<file path="src/hdl/rpn_float_stack_engine_top_defines.svh">
// assertion macros for the rpn float stack engine
// included by the top level; no other dependencies
`ifndef RPN_FLOAT_STACK_ENGINE_TOP_DEFINES_SVH
`define RPN_FLOAT_STACK_ENGINE_TOP_DEFINES_SVH
`ifndef SYNTHESIS
`define RFSE_ASSERT_IMPL(lbl, clk, rst_n, ante, cons) \
    lbl: assert property (@(posedge clk) disable iff (!rst_n) (ante) |-> (cons)) \
        else $error("rfse check failed");
`define RFSE_ASSERT_NEXT(lbl, clk, rst_n, ante, cons) \
    lbl: assert property (@(posedge clk) disable iff (!rst_n) (ante) |=> (cons)) \
        else $error("rfse check failed");
`else
`define RFSE_ASSERT_IMPL(lbl, clk, rst_n, ante, cons)
`define RFSE_ASSERT_NEXT(lbl, clk, rst_n, ante, cons)
`endif
`endif

</file>
<file path="src/hdl/rfse_pkg.sv">
// shared types and constants of the rpn float stack engine
// no dependencies
package rfse_pkg;

    // command codes
    localparam logic [2:0] CMD_PUSH = 3'd0;
    localparam logic [2:0] CMD_ADD  = 3'd1;
    localparam logic [2:0] CMD_SUB  = 3'd2;
    localparam logic [2:0] CMD_MUL  = 3'd3;
    localparam logic [2:0] CMD_DIV  = 3'd4;
    localparam logic [2:0] CMD_DUP  = 3'd5;
    localparam logic [2:0] CMD_SWAP = 3'd6;

    // float unit sizing
    localparam int MUL_STEPS = 4;
    localparam int MUL_CHUNK = 14;
    localparam int DIV_STEPS = 56;
    localparam logic [63:0] DEFAULT_NAN = 64'hFFF8_0000_0000_0000;

    // datapath operations
    typedef enum logic [3:0] {
        DP_NOP,
        DP_LOAD,
        DP_READ,
        DP_UNPACK,
        DP_PRENORM,
        DP_MUL_STEP,
        DP_MUL_PACK,
        DP_DIV_INIT,
        DP_DIV_STEP,
        DP_DIV_PACK,
        DP_ALIGN,
        DP_SUM,
        DP_NORM,
        DP_ROUND,
        DP_COMMIT,
        DP_OUT
    } dp_op_t;

    typedef struct packed {
        dp_op_t     op;
        logic [1:0] step;
    } dp_cmd_t;

    typedef struct packed {
        logic [2:0] cmd;
        logic       skip;
        logic       special;
        logic       prenorm_done;
        logic       norm_done;
        logic       out_free;
    } dp_stat_t;

endpackage

</file>
<file path="src/hdl/rfse_ctrl.sv">
// controller: sequences one command word through the datapath
// depends on rfse_pkg
module rfse_ctrl import rfse_pkg::*; (
    input  logic     clk,
    input  logic     rst_n,
    input  logic     s_tvalid,
    output logic     s_tready,
    input  dp_stat_t stat,
    output dp_cmd_t  dcmd
);

    typedef enum logic [3:0] {
        ST_IDLE,
        ST_DECODE,
        ST_READ,
        ST_UNPACK,
        ST_PRENORM,
        ST_MUL,
        ST_MPACK,
        ST_DINIT,
        ST_DIV,
        ST_DPACK,
        ST_ALIGN,
        ST_SUM,
        ST_NORM,
        ST_ROUND,
        ST_COMMIT,
        ST_FINISH
    } state_t;

    state_t     state_reg, state_next;
    logic [5:0] cnt_reg, cnt_next;

    // next state and datapath command
    always_comb
    begin
        state_next = state_reg;
        cnt_next = cnt_reg;
        dcmd.op = DP_NOP;
        dcmd.step = cnt_reg[1:0];
        unique case (state_reg)
            ST_IDLE:
            begin
                if (s_tvalid)
                begin
                    dcmd.op = DP_LOAD;
                    state_next = ST_DECODE;
                end
            end
            ST_DECODE:
            begin
                priority if (stat.skip) state_next = ST_FINISH;
                else if ((stat.cmd == CMD_PUSH) || (stat.cmd == CMD_DUP)) state_next = ST_COMMIT;
                else state_next = ST_READ;
            end
            ST_READ:
            begin
                dcmd.op = DP_READ;
                state_next = ST_UNPACK;
            end
            ST_UNPACK:
            begin
                if (stat.cmd == CMD_SWAP)
                begin
                    state_next = ST_COMMIT;
                end
                else
                begin
                    dcmd.op = DP_UNPACK;
                    state_next = ((stat.cmd == CMD_ADD) || (stat.cmd == CMD_SUB))
                               ? ST_ALIGN : ST_PRENORM;
                end
            end
            ST_PRENORM:
            begin
                priority if (stat.special) state_next = ST_ROUND;
                else if (stat.prenorm_done)
                begin
                    cnt_next = '0;
                    state_next = (stat.cmd == CMD_MUL) ? ST_MUL : ST_DINIT;
                end
                else dcmd.op = DP_PRENORM;
            end
            ST_MUL:
            begin
                dcmd.op = DP_MUL_STEP;
                if (cnt_reg == 6'(MUL_STEPS - 1)) state_next = ST_MPACK;
                else cnt_next = cnt_reg + 6'd1;
            end
            ST_MPACK:
            begin
                dcmd.op = DP_MUL_PACK;
                state_next = ST_NORM;
            end
            ST_DINIT:
            begin
                dcmd.op = DP_DIV_INIT;
                cnt_next = '0;
                state_next = ST_DIV;
            end
            ST_DIV:
            begin
                dcmd.op = DP_DIV_STEP;
                if (cnt_reg == 6'(DIV_STEPS - 1)) state_next = ST_DPACK;
                else cnt_next = cnt_reg + 6'd1;
            end
            ST_DPACK:
            begin
                dcmd.op = DP_DIV_PACK;
                state_next = ST_NORM;
            end
            ST_ALIGN:
            begin
                if (stat.special)
                begin
                    state_next = ST_ROUND;
                end
                else
                begin
                    dcmd.op = DP_ALIGN;
                    state_next = ST_SUM;
                end
            end
            ST_SUM:
            begin
                dcmd.op = DP_SUM;
                state_next = ST_NORM;
            end
            ST_NORM:
            begin
                if (stat.norm_done) state_next = ST_ROUND;
                else dcmd.op = DP_NORM;
            end
            ST_ROUND:
            begin
                dcmd.op = DP_ROUND;
                state_next = ST_COMMIT;
            end
            ST_COMMIT:
            begin
                dcmd.op = DP_COMMIT;
                state_next = ST_FINISH;
            end
            ST_FINISH:
            begin
                if (stat.out_free)
                begin
                    dcmd.op = DP_OUT;
                    state_next = ST_IDLE;
                end
            end
            default:
            begin
                state_next = ST_IDLE;
            end
        endcase
    end

    // state register
    always_ff @(posedge clk or negedge rst_n)
    begin
        if (!rst_n)
        begin
            state_reg <= ST_IDLE;
            cnt_reg <= '0;
        end
        else
        begin
            state_reg <= state_next;
            cnt_reg <= cnt_next;
        end
    end

    assign s_tready = (state_reg == ST_IDLE);

endmodule

</file>
<file path="config.mk">
export PLATFORM = sky130hd
export DESIGN_NAME = rfse_ctrl
export DESIGN_NICKNAME = d
export VERILOG_FILES = /design/src/hdl/rpn_float_stack_engine_top_defines.svh /design/src/hdl/rfse_pkg.sv /design/src/hdl/rfse_ctrl.sv
export SDC_FILE = /design/constraint.sdc
export NUM_CORES = 1
export LEC_CHECK = 0
export BUFFER_PORTS_ARGS = -buffer_cell sky130_fd_sc_hd__buf_2
export CORE_MARGIN = 3
export CORE_UTILIZATION = 35
export CTS_BUF_LIST = sky130_fd_sc_hd__clkbuf_8
export CTS_CLUSTER_SIZE = 28
export DETAILED_ROUTE_END_ITERATION = 10
export GPL_ROUTABILITY_DRIVEN = 1
export PLACE_DENSITY = 0.64
export RECOVER_POWER = 50
export SYNTH_ARGS = -nofsm -noshare
export SYNTH_HDL_FRONTEND = slang
export SYNTH_SLANG_ARGS = --single-unit
export TNS_END_PERCENT = 30
</file>
<file path="constraint.sdc">
create_clock -name clk -period 1.9 [get_ports clk]
set_input_delay 0 -clock clk [delete_from_list [all_inputs] [get_ports clk]]
set_output_delay 0 -clock clk [all_outputs]
set_load 0.1 [all_outputs]
</file>
==> results.sh, run 1 <==
export IMPL_routed_via_density=5.82
export IMPL_category_of_the_worst_setup_path_capture_point="flop"
export IMPL_number_of_i_o_pins=18
export IMPL_n_antenna_cell=0
export IMPL_grt_overflow=0
export IMPL_report_final_setup_viol=0
export IMPL_clockBufferDepth=2
export IMPL_antenna_found_initial=0
export IMPL_yosys_area_top_type_share_pct=24.8
export IMPL_grt_first_pass_wirelength_um=4580
export IMPL_fill_cells=245
export IMPL_layout_drive_gt1_share_pct=30.4
export IMPL_ant_nets=0
export IMPL_row_count=18
export IMPL_largest_register_ff_count=6
export IMPL_count_of_state_elements_after_synthesis=10
export IMPL_maximum_number_of_pins_on_one_net_before_global_route_repair=15
export IMPL_post_syn_instances=133
export IMPL_globalplace_congestion=0.903
export IMPL_multiInputGateArea_um2=728
export IMPL_part_of_the_yosys_area_used_for_sequential_elements_pct=24.8
export IMPL_coreArea_mm2=0.00261
export IMPL_count_of_flip_flops_with_a_built_in_enable_after_synthesis=0
export IMPL_timing_rr_start="cnt_reg[1]$_DFFE_PN0P_"
export IMPL_finalHoldViolCount=0
export IMPL_synthToLayoutAreaGrowth_pct=31.5
export IMPL_unrepaired_setup_endpoints_after_global_routing="true"
export IMPL_nets=174
export IMPL_min_path_type="primary input to flop"
export IMPL_timing_critical_path_required_ns=2.02
export IMPL_final_area_mm2=0.00133
export IMPL_design_die_area_mm2=0.00356
export IMPL_outcome="complete, no violations"
export IMPL_cts_buffers=3
export IMPL_finalCriticalPeriod_ns=1.85
export IMPL_clock_insertion_delay_worst_skew_ns=0.24
export IMPL_avgSynthCellArea_um2=7.58
export IMPL_post_route_period_util_pct=97.3
export IMPL_numClockSinks=10
export IMPL_worst_r2r_setup_slack_ns=0.05
export IMPL_wl_um=2660
export IMPL_sequential_cell_area_um2=253
export IMPL_placed_area_mm2=0.00124
export IMPL_synth_area_top_cells="sky130_fd_sc_hd__dfrtp_1, sky130_fd_sc_hd__a21oi_1, sky130_fd_sc_hd__nand2b_1, sky130_fd_sc_hd__nand2_1, sky130_fd_sc_hd__nor2_1"
export IMPL_grt_pass1_vias=1090
export IMPL_synth_warnings=0
export IMPL_timing_critical_path_arrival_ns=1.97
export IMPL_mappedNetlistNets=145
export IMPL_port_buffers=17
export IMPL_root_buffer="sky130_fd_sc_hd__clkbuf_8"
export IMPL_fin_worst_skew_ns=0.00117
export IMPL_dp_slack_ns=0.00108
export IMPL_layout_cells_non_filler=191
export IMPL_placed_cells=186
export IMPL_worst_path_max_fanout=4
export IMPL_drv_slew=0
export IMPL_postSynth_topFlopCell="sky130_fd_sc_hd__dfrtp_1"
export IMPL_vias=1112
export IMPL_worst_pin_slew_ns=1.16
export IMPL_max_clock_freq_mhz=541
export IMPL_wl_per_cell_um=13.9
export IMPL_yosysUniqueCellTypes=50
export IMPL_worst_setup_hold_path_clk_slew_ns=0.05
export IMPL_violation_count_after_the_first_detailed_routing_iteration=33
export IMPL_drc_errors=0
export IMPL_synth_cell_area_mm2=0.00101
export IMPL_dieHeight_um=59.7
export IMPL_drv_max_cap_violation_count=0
export IMPL_cts_htree_levels=1
export IMPL_worst_slack_ns=0.0522
export IMPL_cts_tree="built"
export IMPL_max_slew_margin_pct=22.8
export IMPL_netlist_top_cell_by_area="sky130_fd_sc_hd__dfrtp_1"
export IMPL_initial_core_util_pct=38.6
export IMPL_globalRouteTotalUtil_pct=16.4
export IMPL_crit_type="flop to flop"
export IMPL_async_flop_share_pct=100
export IMPL_worst_setup_path_startpoint="cnt_reg[1]$_DFFE_PN0P_"
export IMPL_hold_path_startpoint="stat[0]"
export IMPL_crit_path_start_kind="flop"
export IMPL_place_hpwl_um=2140
export IMPL_drt_pass1_iterations=4
export IMPL_dieWidth_um=59.7
## final timing paths
| kind | endpoint | cells after the start |
|---|---|---|
| min reg2reg | cnt_reg[1]$_DFFE_PN0P_ | 2 |
| max in group asynchronous | state_reg[2]$_DFFE_PN0P_ | 2 |
| min in group asynchronous | cnt_reg[4]$_DFFE_PN0P_ | 2 |
| max reg2reg | state_reg[2]$_DFFE_PN0P_ | 7 |
| max | state_reg[2]$_DFFE_PN0P_ | 7 |
| min | state_reg[1]$_DFFE_PN0P_ | 4 |
## Yosys cell counts (all sizes together) (3+ instances only)
cell / n
buf: 7
o22ai: 4
inv: 5
or2: 3
dfrtp: 10
a21oi: 11
nand2: 11
o211ai: 4
nand2b: 7
a31oi: 4
o21ai: 9
nor3: 6
nor4: 3
nor2: 11
## cell usage in the layout, fill, tap and decap left out, types with 3 or more instances in the layout
master / netlist / routed
sky130_fd_sc_hd__a31oi_1: 4 / 4
sky130_fd_sc_hd__dfrtp_1: 10 / 8
sky130_fd_sc_hd__clkbuf_1: 2 / 3
sky130_fd_sc_hd__nor3_1: 6 / 5
sky130_fd_sc_hd__inv_1: 5 / 5
sky130_fd_sc_hd__nand2b_1: 7 / 7
sky130_fd_sc_hd__clkbuf_8: 0 / 4
sky130_fd_sc_hd__o22ai_1: 4 / 4
sky130_fd_sc_hd__a21oi_1: 10 / 10
sky130_fd_sc_hd__buf_4: 2 / 15
sky130_fd_sc_hd__o211ai_1: 4 / 4
sky130_fd_sc_hd__nor2_1: 11 / 10
sky130_fd_sc_hd__o21ai_0: 8 / 7
sky130_fd_sc_hd__nand2_1: 11 / 11
sky130_fd_sc_hd__buf_2: 3 / 12
## kinds of logic (layout without fill, tap and decap cells)
family / count (synthesis) / count (layout) / share of synthesized area [%]
and+or+nand+nor: 56 / 56 / 30.4
DFF: 10 / 10 / 24.8
adders and majority gates: 1 / 1 / 1.24
buffers and inverters: 14 / 42 / 7.07
muxes: 3 / 3 / 3.97
AOI/OAI and AO/OA: 48 / 48 / 31.6
xor gates and xnor gates: 1 / 1 / 0.869
## routing by layer
layer  track usage (%)  routed length, µm  part of all wire [%]
met2              27.5               1300                    49
met4              3.80                 29                   1.1
met1              21.2               1200                    45
met3              4.10                132                   5.0
met5                 0                  0                     0
## through the flow
stage	util (%)	hold WS, ns	setup TNS, ns
detailed placement	47.6	-0.129	0
global placement	47.6	-0.133	0
floorplan	-	-0.296	-0.345
finish	50.8	0.172	0
global route	50.8	0.185	-0.0208
CTS	50.3	0.154	0
## critical path, stage by stage (launching register included)
cell and delay, ns:
sky130_fd_sc_hd__dfrtp_1 0.40, sky130_fd_sc_hd__ha_1 0.24, sky130_fd_sc_hd__nand2b_1 0.11, sky130_fd_sc_hd__nor4_2 0.05, sky130_fd_sc_hd__buf_4 0.14, sky130_fd_sc_hd__o32a_1 0.34
sky130_fd_sc_hd__and2_4 0.16, sky130_fd_sc_hd__mux2_4 0.29
## cell type report
class / count / share of cell area (%)
tap: 30 / 2.83
timing repair buffer: 33 / 17.6
sequential: 10 / 19.1
clock buffer: 4 / 4.15
inverter: 5 / 1.42
multi-input combinational: 109 / 54.9
## timing repair
item,in CTS,in global routing
pin swaps,0,0
endpoints found under the hold margin,10,0
gates resized for setup,2,4
setup buffers,0,0
hold buffers,1,0
endpoints found under the setup margin,3,5
Power of run 1 is not shown: default switching activity piles up to over one toggle a cycle in this logic, so the estimate is an artifact.
==> run 2, diff against run 1 <==
- CELL_PAD_IN_SITES_DETAIL_PLACEMENT: not set -> 1
- CELL_PAD_IN_SITES_GLOBAL_PLACEMENT: not set -> 2
- CORE_UTILIZATION: 35 -> 32
- PLACE_DENSITY: 0.64 -> 0.9
==> run 2 against run 1 <==
- the flow now finishes with violations (negative setup slack)
- critical path depth shrank 1
- flip-flop and latch count is the same
- routed wire length grew 26%
- core utilization shrank 3.4 points
- highest routed layer unchanged
- worst setup slack lost 0.056 ns
- final cell count grew 4.2%
- first-iteration DRC count grew 55%
- via count grew 0.27%
- non-clock buffer count shrank 4
==> results.sh, run 2 (synthesized netlist as in run 1, its figures left out) <==
export IMPL_routed_via_density=5.60
export IMPL_worst_pin_slew_ns=1.16
export IMPL_synthToLayoutAreaGrowth_pct=35.0
export IMPL_design_die_area_mm2=0.00386
export IMPL_vias=1115
export IMPL_layout_drive_gt1_share_pct=30.6
export IMPL_violation_count_after_the_first_detailed_routing_iteration=51
export IMPL_cts_buffers=3
export IMPL_outcome="finished with violations"
export IMPL_worst_setup_hold_path_clk_slew_ns=0.05
export IMPL_drc_errors=0
export IMPL_fill_cells=353
export IMPL_row_count=19
export IMPL_nets=170
export IMPL_report_final_setup_viol=1
export IMPL_cts_htree_levels=1
export IMPL_timing_critical_path_arrival_ns=2.02
export IMPL_globalplace_congestion=0.955
export IMPL_globalRouteTotalUtil_pct=16.7
export IMPL_drt_pass1_iterations=4
export IMPL_placed_cells=192
export IMPL_crit_path_start_kind="flop"
export IMPL_hold_path_startpoint="stat[5]"
export IMPL_n_antenna_cell=0
export IMPL_root_buffer="sky130_fd_sc_hd__clkbuf_8"
export IMPL_numClockSinks=10
export IMPL_grt_first_pass_wirelength_um=5330
export IMPL_max_slew_margin_pct=22.7
export IMPL_coreArea_mm2=0.00288
export IMPL_wl_per_cell_um=16.7
export IMPL_failed_checks="negative setup slack"
export IMPL_drv_slew=0
export IMPL_largest_register_ff_count=6
export IMPL_grt_overflow=0
export IMPL_antenna_found_initial=0
export IMPL_clockBufferDepth=2
export IMPL_place_hpwl_um=2450
export IMPL_number_of_i_o_pins=18
export IMPL_most_frequent_cells_in_the_layout="sky130_fd_sc_hd__nand2_1, sky130_fd_sc_hd__buf_2, sky130_fd_sc_hd__nor2_1, sky130_fd_sc_hd__a21oi_1, sky130_fd_sc_hd__buf_4"
export IMPL_wl_um=3330
export IMPL_crit_type="flop to flop"
export IMPL_min_path_cells=4
export IMPL_post_route_period_util_pct=100
export IMPL_worstReg2RegEnd="state_reg[0]$_DFFE_PN0P_"
export IMPL_category_of_the_worst_setup_path_capture_point="flop"
export IMPL_r2r_worst_path_cells=6
export IMPL_worst_path_max_fanout=18
export IMPL_timing_critical_path_required_ns=2.01
export IMPL_min_path_type="primary input to flop"
export IMPL_worst_r2r_setup_slack_ns=-0.003
export IMPL_max_clock_freq_mhz=525
export IMPL_finalCriticalPeriod_ns=1.90
export IMPL_timing_rr_start="state_reg[1]$_DFFE_PN0P_"
export IMPL_dieWidth_um=62.1
export IMPL_drv_max_cap_violation_count=0
export IMPL_initial_core_util_pct=35.1
export IMPL_layout_cells_non_filler=199
export IMPL_finalHoldViolCount=0
export IMPL_cts_tree="built"
export IMPL_min_delay_worst_endpoint="state_reg[1]$_DFFE_PN0P_"
export IMPL_maximum_number_of_pins_on_one_net_before_global_route_repair=19
export IMPL_clock_insertion_delay_worst_skew_ns=0.23
export IMPL_worst_slack_ns=-0.00330
export IMPL_grt_pass1_vias=1114
export IMPL_port_buffers=17
export IMPL_dieHeight_um=62.1
export IMPL_ant_nets=0
export IMPL_fin_worst_skew_ns=0.00133
==> run 2: cell types whose count changed in the layout (fill, tap and decap cells not counted), sizes merged <==
cell and change:
buf -4
==> run 2: repair_timing <==
item	4_1_cts	5_1_grt
setup buffers	0	2
cloned	0	0
hold buffers	1	0
hold endpoints to repair	10	0
pin swaps	0	1
gates resized for setup	3	8
endpoints found under the setup margin	4	9
==> run 2: cell type report <==
| class | instances | area [µm²] | share of cell area [%] |
|---|---|---|---|
| clock buffers | 4 | 55.1 | 4.04 |
| flip-flops and latches | 10 | 254 | 18.7 |
| repair buffers | 29 | 231 | 17.0 |
| well taps | 42 | 52.6 | 3.86 |
| multi-input cells | 109 | 749 | 55.1 |
| inverters | 5 | 18.8 | 1.38 |
==> run 2: worst max-delay path by stage <==
stage	from	to	slack [ns]	depth (start not counted)
finish	state_reg[1]$_DFFE_PN0P_	state_reg[0]$_DFFE_PN0P_	-0.003	6
CTS	state_reg[3]$_DFFE_PN0P_	dcmd[2]	0.03	6
global route	state_reg[1]$_DFFE_PN0P_	state_reg[0]$_DFFE_PN0P_	-0.05	6
global placement	cnt_reg[0]$_DFFE_PN0P_	state_reg[2]$_DFFE_PN0P_	0.03	6
detailed placement	cnt_reg[0]$_DFFE_PN0P_	state_reg[0]$_DFFE_PN0P_	0.02	6
floorplan	state_reg[2]$_DFFE_PN0P_	dcmd[2]	-0.16	6
==> run 2: layer usage <==
metal / vias up / wire [µm] / GRT usage, %
met3: 2 / 90 / 3.24
met2: 19 / 1720 / 29.8
li1: 546 / - / -
met1: 548 / 1500 / 21.2
met4: 0 / 16 / 2.49
met5: - / 0 / 0
==> run 2: through the flow <==
stage / hold slack (ns) / worst slack, ns / setup TNS, ns / utilization, % / instance area (µm²)
final: 0.206 / -0.00330 / -0.00330 / 47.3 / 1360
after global placement: -0.134 / 0.0310 / 0 / 43.1 / 1240
after CTS: 0.159 / 0.0334 / 0 / 45.8 / 1320
after global routing: 0.247 / -0.0535 / -0.0994 / 47.3 / 1360
after floorplan: -0.296 / -0.164 / -0.345 / - / 1030
after detailed placement: -0.128 / 0.0154 / 0 / 43.1 / 1240
==> run 2: critical path, stage by stage (launching register included) <==
cell                       delay (ns)
sky130_fd_sc_hd__dfrtp_1         0.43
sky130_fd_sc_hd__buf_12          0.17
sky130_fd_sc_hd__nor2_1          0.31
sky130_fd_sc_hd__and3_1          0.30
sky130_fd_sc_hd__a211oi_2        0.08
sky130_fd_sc_hd__and2_4          0.20
sky130_fd_sc_hd__mux2_4          0.29
Power of run 2 is left out for the same reason.
==> run 3, diff against run 2 <==
- RECOVER_POWER: 50 -> 25
==> run 3 against run 2 <==
- the flow still finishes with violations (negative setup slack)
- first-iteration DRC count is the same
- clock skew unchanged
- maximum frequency did not move
- die area unchanged
- global-route usage is the same
- critical endpoint unchanged
- worst setup slack unchanged
- sequential share of layout area barely moved
- critical path depth is the same
- core utilization up 0.087 points
- non-clock buffer count is the same
- via count is the same
==> results.sh, run 3 (synthesized netlist as in run 1, its figures left out) <==
export IMPL_max_clock_freq_mhz=525
export IMPL_coreArea_mm2=0.00288
export IMPL_grt_first_pass_wirelength_um=5330
export IMPL_row_count=19
export IMPL_routed_via_density=5.60
export IMPL_grt_overflow=0
export IMPL_timing_critical_path_cells="buf_12, nor2_1, and3_1, a211oi_2, and2_4, mux2_4"
export IMPL_synthToLayoutAreaGrowth_pct=35.2
export IMPL_failed_checks="negative setup slack"
export IMPL_globalplace_congestion=0.955
export IMPL_worstReg2RegEnd="state_reg[0]$_DFFE_PN0P_"
export IMPL_outcome="finished with violations"
export IMPL_wl_per_cell_um=16.8
export IMPL_finalCriticalPeriod_ns=1.90
export IMPL_report_final_setup_viol=1
export IMPL_wl_um=3340
export IMPL_cts_htree_levels=1
export IMPL_worst_path_max_fanout=18
export IMPL_timing_critical_path_arrival_ns=2.02
export IMPL_dieWidth_um=62.1
export IMPL_crit_type="flop to flop"
export IMPL_hold_path_startpoint="stat[5]"
export IMPL_dieHeight_um=62.1
export IMPL_worst_slack_ns=-0.00330
export IMPL_fin_worst_skew_ns=0.00133
export IMPL_fill_cells=351
export IMPL_category_of_the_worst_setup_path_capture_point="flop"
export IMPL_port_buffers=17
export IMPL_numClockSinks=10
export IMPL_antenna_found_initial=0
export IMPL_post_route_period_util_pct=100
export IMPL_cts_buffers=3
export IMPL_place_hpwl_um=2450
export IMPL_globalRouteTotalUtil_pct=16.7
export IMPL_timing_critical_path_required_ns=2.01
export IMPL_design_die_area_mm2=0.00386
export IMPL_drv_slew=0
export IMPL_violation_count_after_the_first_detailed_routing_iteration=51
export IMPL_root_buffer="sky130_fd_sc_hd__clkbuf_8"
export IMPL_min_path_cells=4
export IMPL_min_delay_worst_endpoint="state_reg[1]$_DFFE_PN0P_"
export IMPL_layout_drive_gt1_share_pct=31.8
export IMPL_worst_pin_slew_ns=0.553
export IMPL_min_path_type="primary input to flop"
export IMPL_finalHoldViolCount=0
export IMPL_maximum_number_of_pins_on_one_net_before_global_route_repair=19
export IMPL_r2r_worst_path_cells=6
export IMPL_ant_nets=0
export IMPL_drv_max_cap_violation_count=0
export IMPL_crit_path_start_kind="flop"
export IMPL_most_frequent_cells_in_the_layout="sky130_fd_sc_hd__buf_2, sky130_fd_sc_hd__nand2_1, sky130_fd_sc_hd__nor2_1, sky130_fd_sc_hd__a21oi_1, sky130_fd_sc_hd__buf_4"
export IMPL_largest_register_ff_count=6
export IMPL_drt_pass1_iterations=4
export IMPL_hold_worst_slack_ns=0.206
export IMPL_worst_setup_hold_path_clk_slew_ns=0.05
export IMPL_critical_path_max_stage_delay_ns=0.43
export IMPL_nets=170
export IMPL_worst_r2r_setup_slack_ns=-0.003
export IMPL_layout_cells_most_common="sky130_fd_sc_hd__buf_2"
export IMPL_cts_tree="built"
export IMPL_grt_pass1_vias=1114
export IMPL_max_slew_margin_pct=63.1
export IMPL_drc_errors=0
export IMPL_clock_insertion_delay_worst_skew_ns=0.23
export IMPL_initial_core_util_pct=35.1
export IMPL_number_of_i_o_pins=18
export IMPL_n_antenna_cell=0
export IMPL_clockBufferDepth=2
export IMPL_timing_rr_start="state_reg[1]$_DFFE_PN0P_"
export IMPL_vias=1115
export IMPL_critical_path_slowest_cell="sky130_fd_sc_hd__dfrtp_1"
## run 3: cell types whose count changed in the layout (fill, tap and decap cells not counted)
cell                       change
sky130_fd_sc_hd__buf_2         +2
sky130_fd_sc_hd__clkbuf_1      -2
## run 3: worst max-delay path, delay by kind of cell (launching register included)
family	cells	cell delay [ns]
AOI/OAI and AO/OA	1	0.08
buffers and inverters	1	0.17
DFF	1	0.43
muxes	1	0.29
and+or+nand+nor	3	0.81
## run 3: per-layer routing
| metal | GRT usage, % | wire (µm) |
|---|---|---|
| met2 | 29.8 | 1720 |
| met4 | 2.49 | 16 |
| met5 | 0 | 0 |
| met3 | 3.24 | 90 |
| met1 | 21.2 | 1500 |
## run 3: timing repair
| item | in CTS | in global routing |
|---|---|---|
| hold buffers | 1 | 0 |
| pin swaps | 0 | 1 |
| resized for setup | 3 | 8 |
| setup buffers | 0 | 2 |
| endpoints found under the setup margin | 4 | 9 |
| hold endpoints to repair | 10 | 0 |
| cloned | 0 | 0 |
## run 3: layout make-up
cell class	instances	area (µm²)	area share, %
clock buffer	4	55.1	4.04
timing repair buffer	29	234	17.2
sequential	10	254	18.6
tap	42	52.6	3.85
multi-input combinational	109	749	55.0
inverter	5	18.8	1.38
## run 3: worst max path at each step
| stage | from | end | depth (start not counted) |
|---|---|---|---|
| final | state_reg[1]$_DFFE_PN0P_ | state_reg[0]$_DFFE_PN0P_ | 6 |
| after global placement | cnt_reg[0]$_DFFE_PN0P_ | state_reg[2]$_DFFE_PN0P_ | 6 |
| after CTS | state_reg[3]$_DFFE_PN0P_ | dcmd[2] | 6 |
| after detailed placement | cnt_reg[0]$_DFFE_PN0P_ | state_reg[0]$_DFFE_PN0P_ | 6 |
| after floorplan | state_reg[2]$_DFFE_PN0P_ | dcmd[2] | 6 |
| after global routing | state_reg[1]$_DFFE_PN0P_ | state_reg[0]$_DFFE_PN0P_ | 6 |
## run 3: per-stage QoR
stage          instance area [µm²]  setup TNS [ns]  setup slack (ns)  std cells  util [%]
2_1_floorplan                 1030          -0.345            -0.164        133         -
3_3_place_gp                  1240               0            0.0310        192      43.1
3_5_place_dp                  1240               0            0.0154        192      43.1
4_1_cts                       1320               0            0.0334        197      45.8
5_1_grt                       1360         -0.0994           -0.0535        199      47.4
6_report                      1360        -0.00330          -0.00330        199      47.4
Power of run 3 is left out for the same reason.
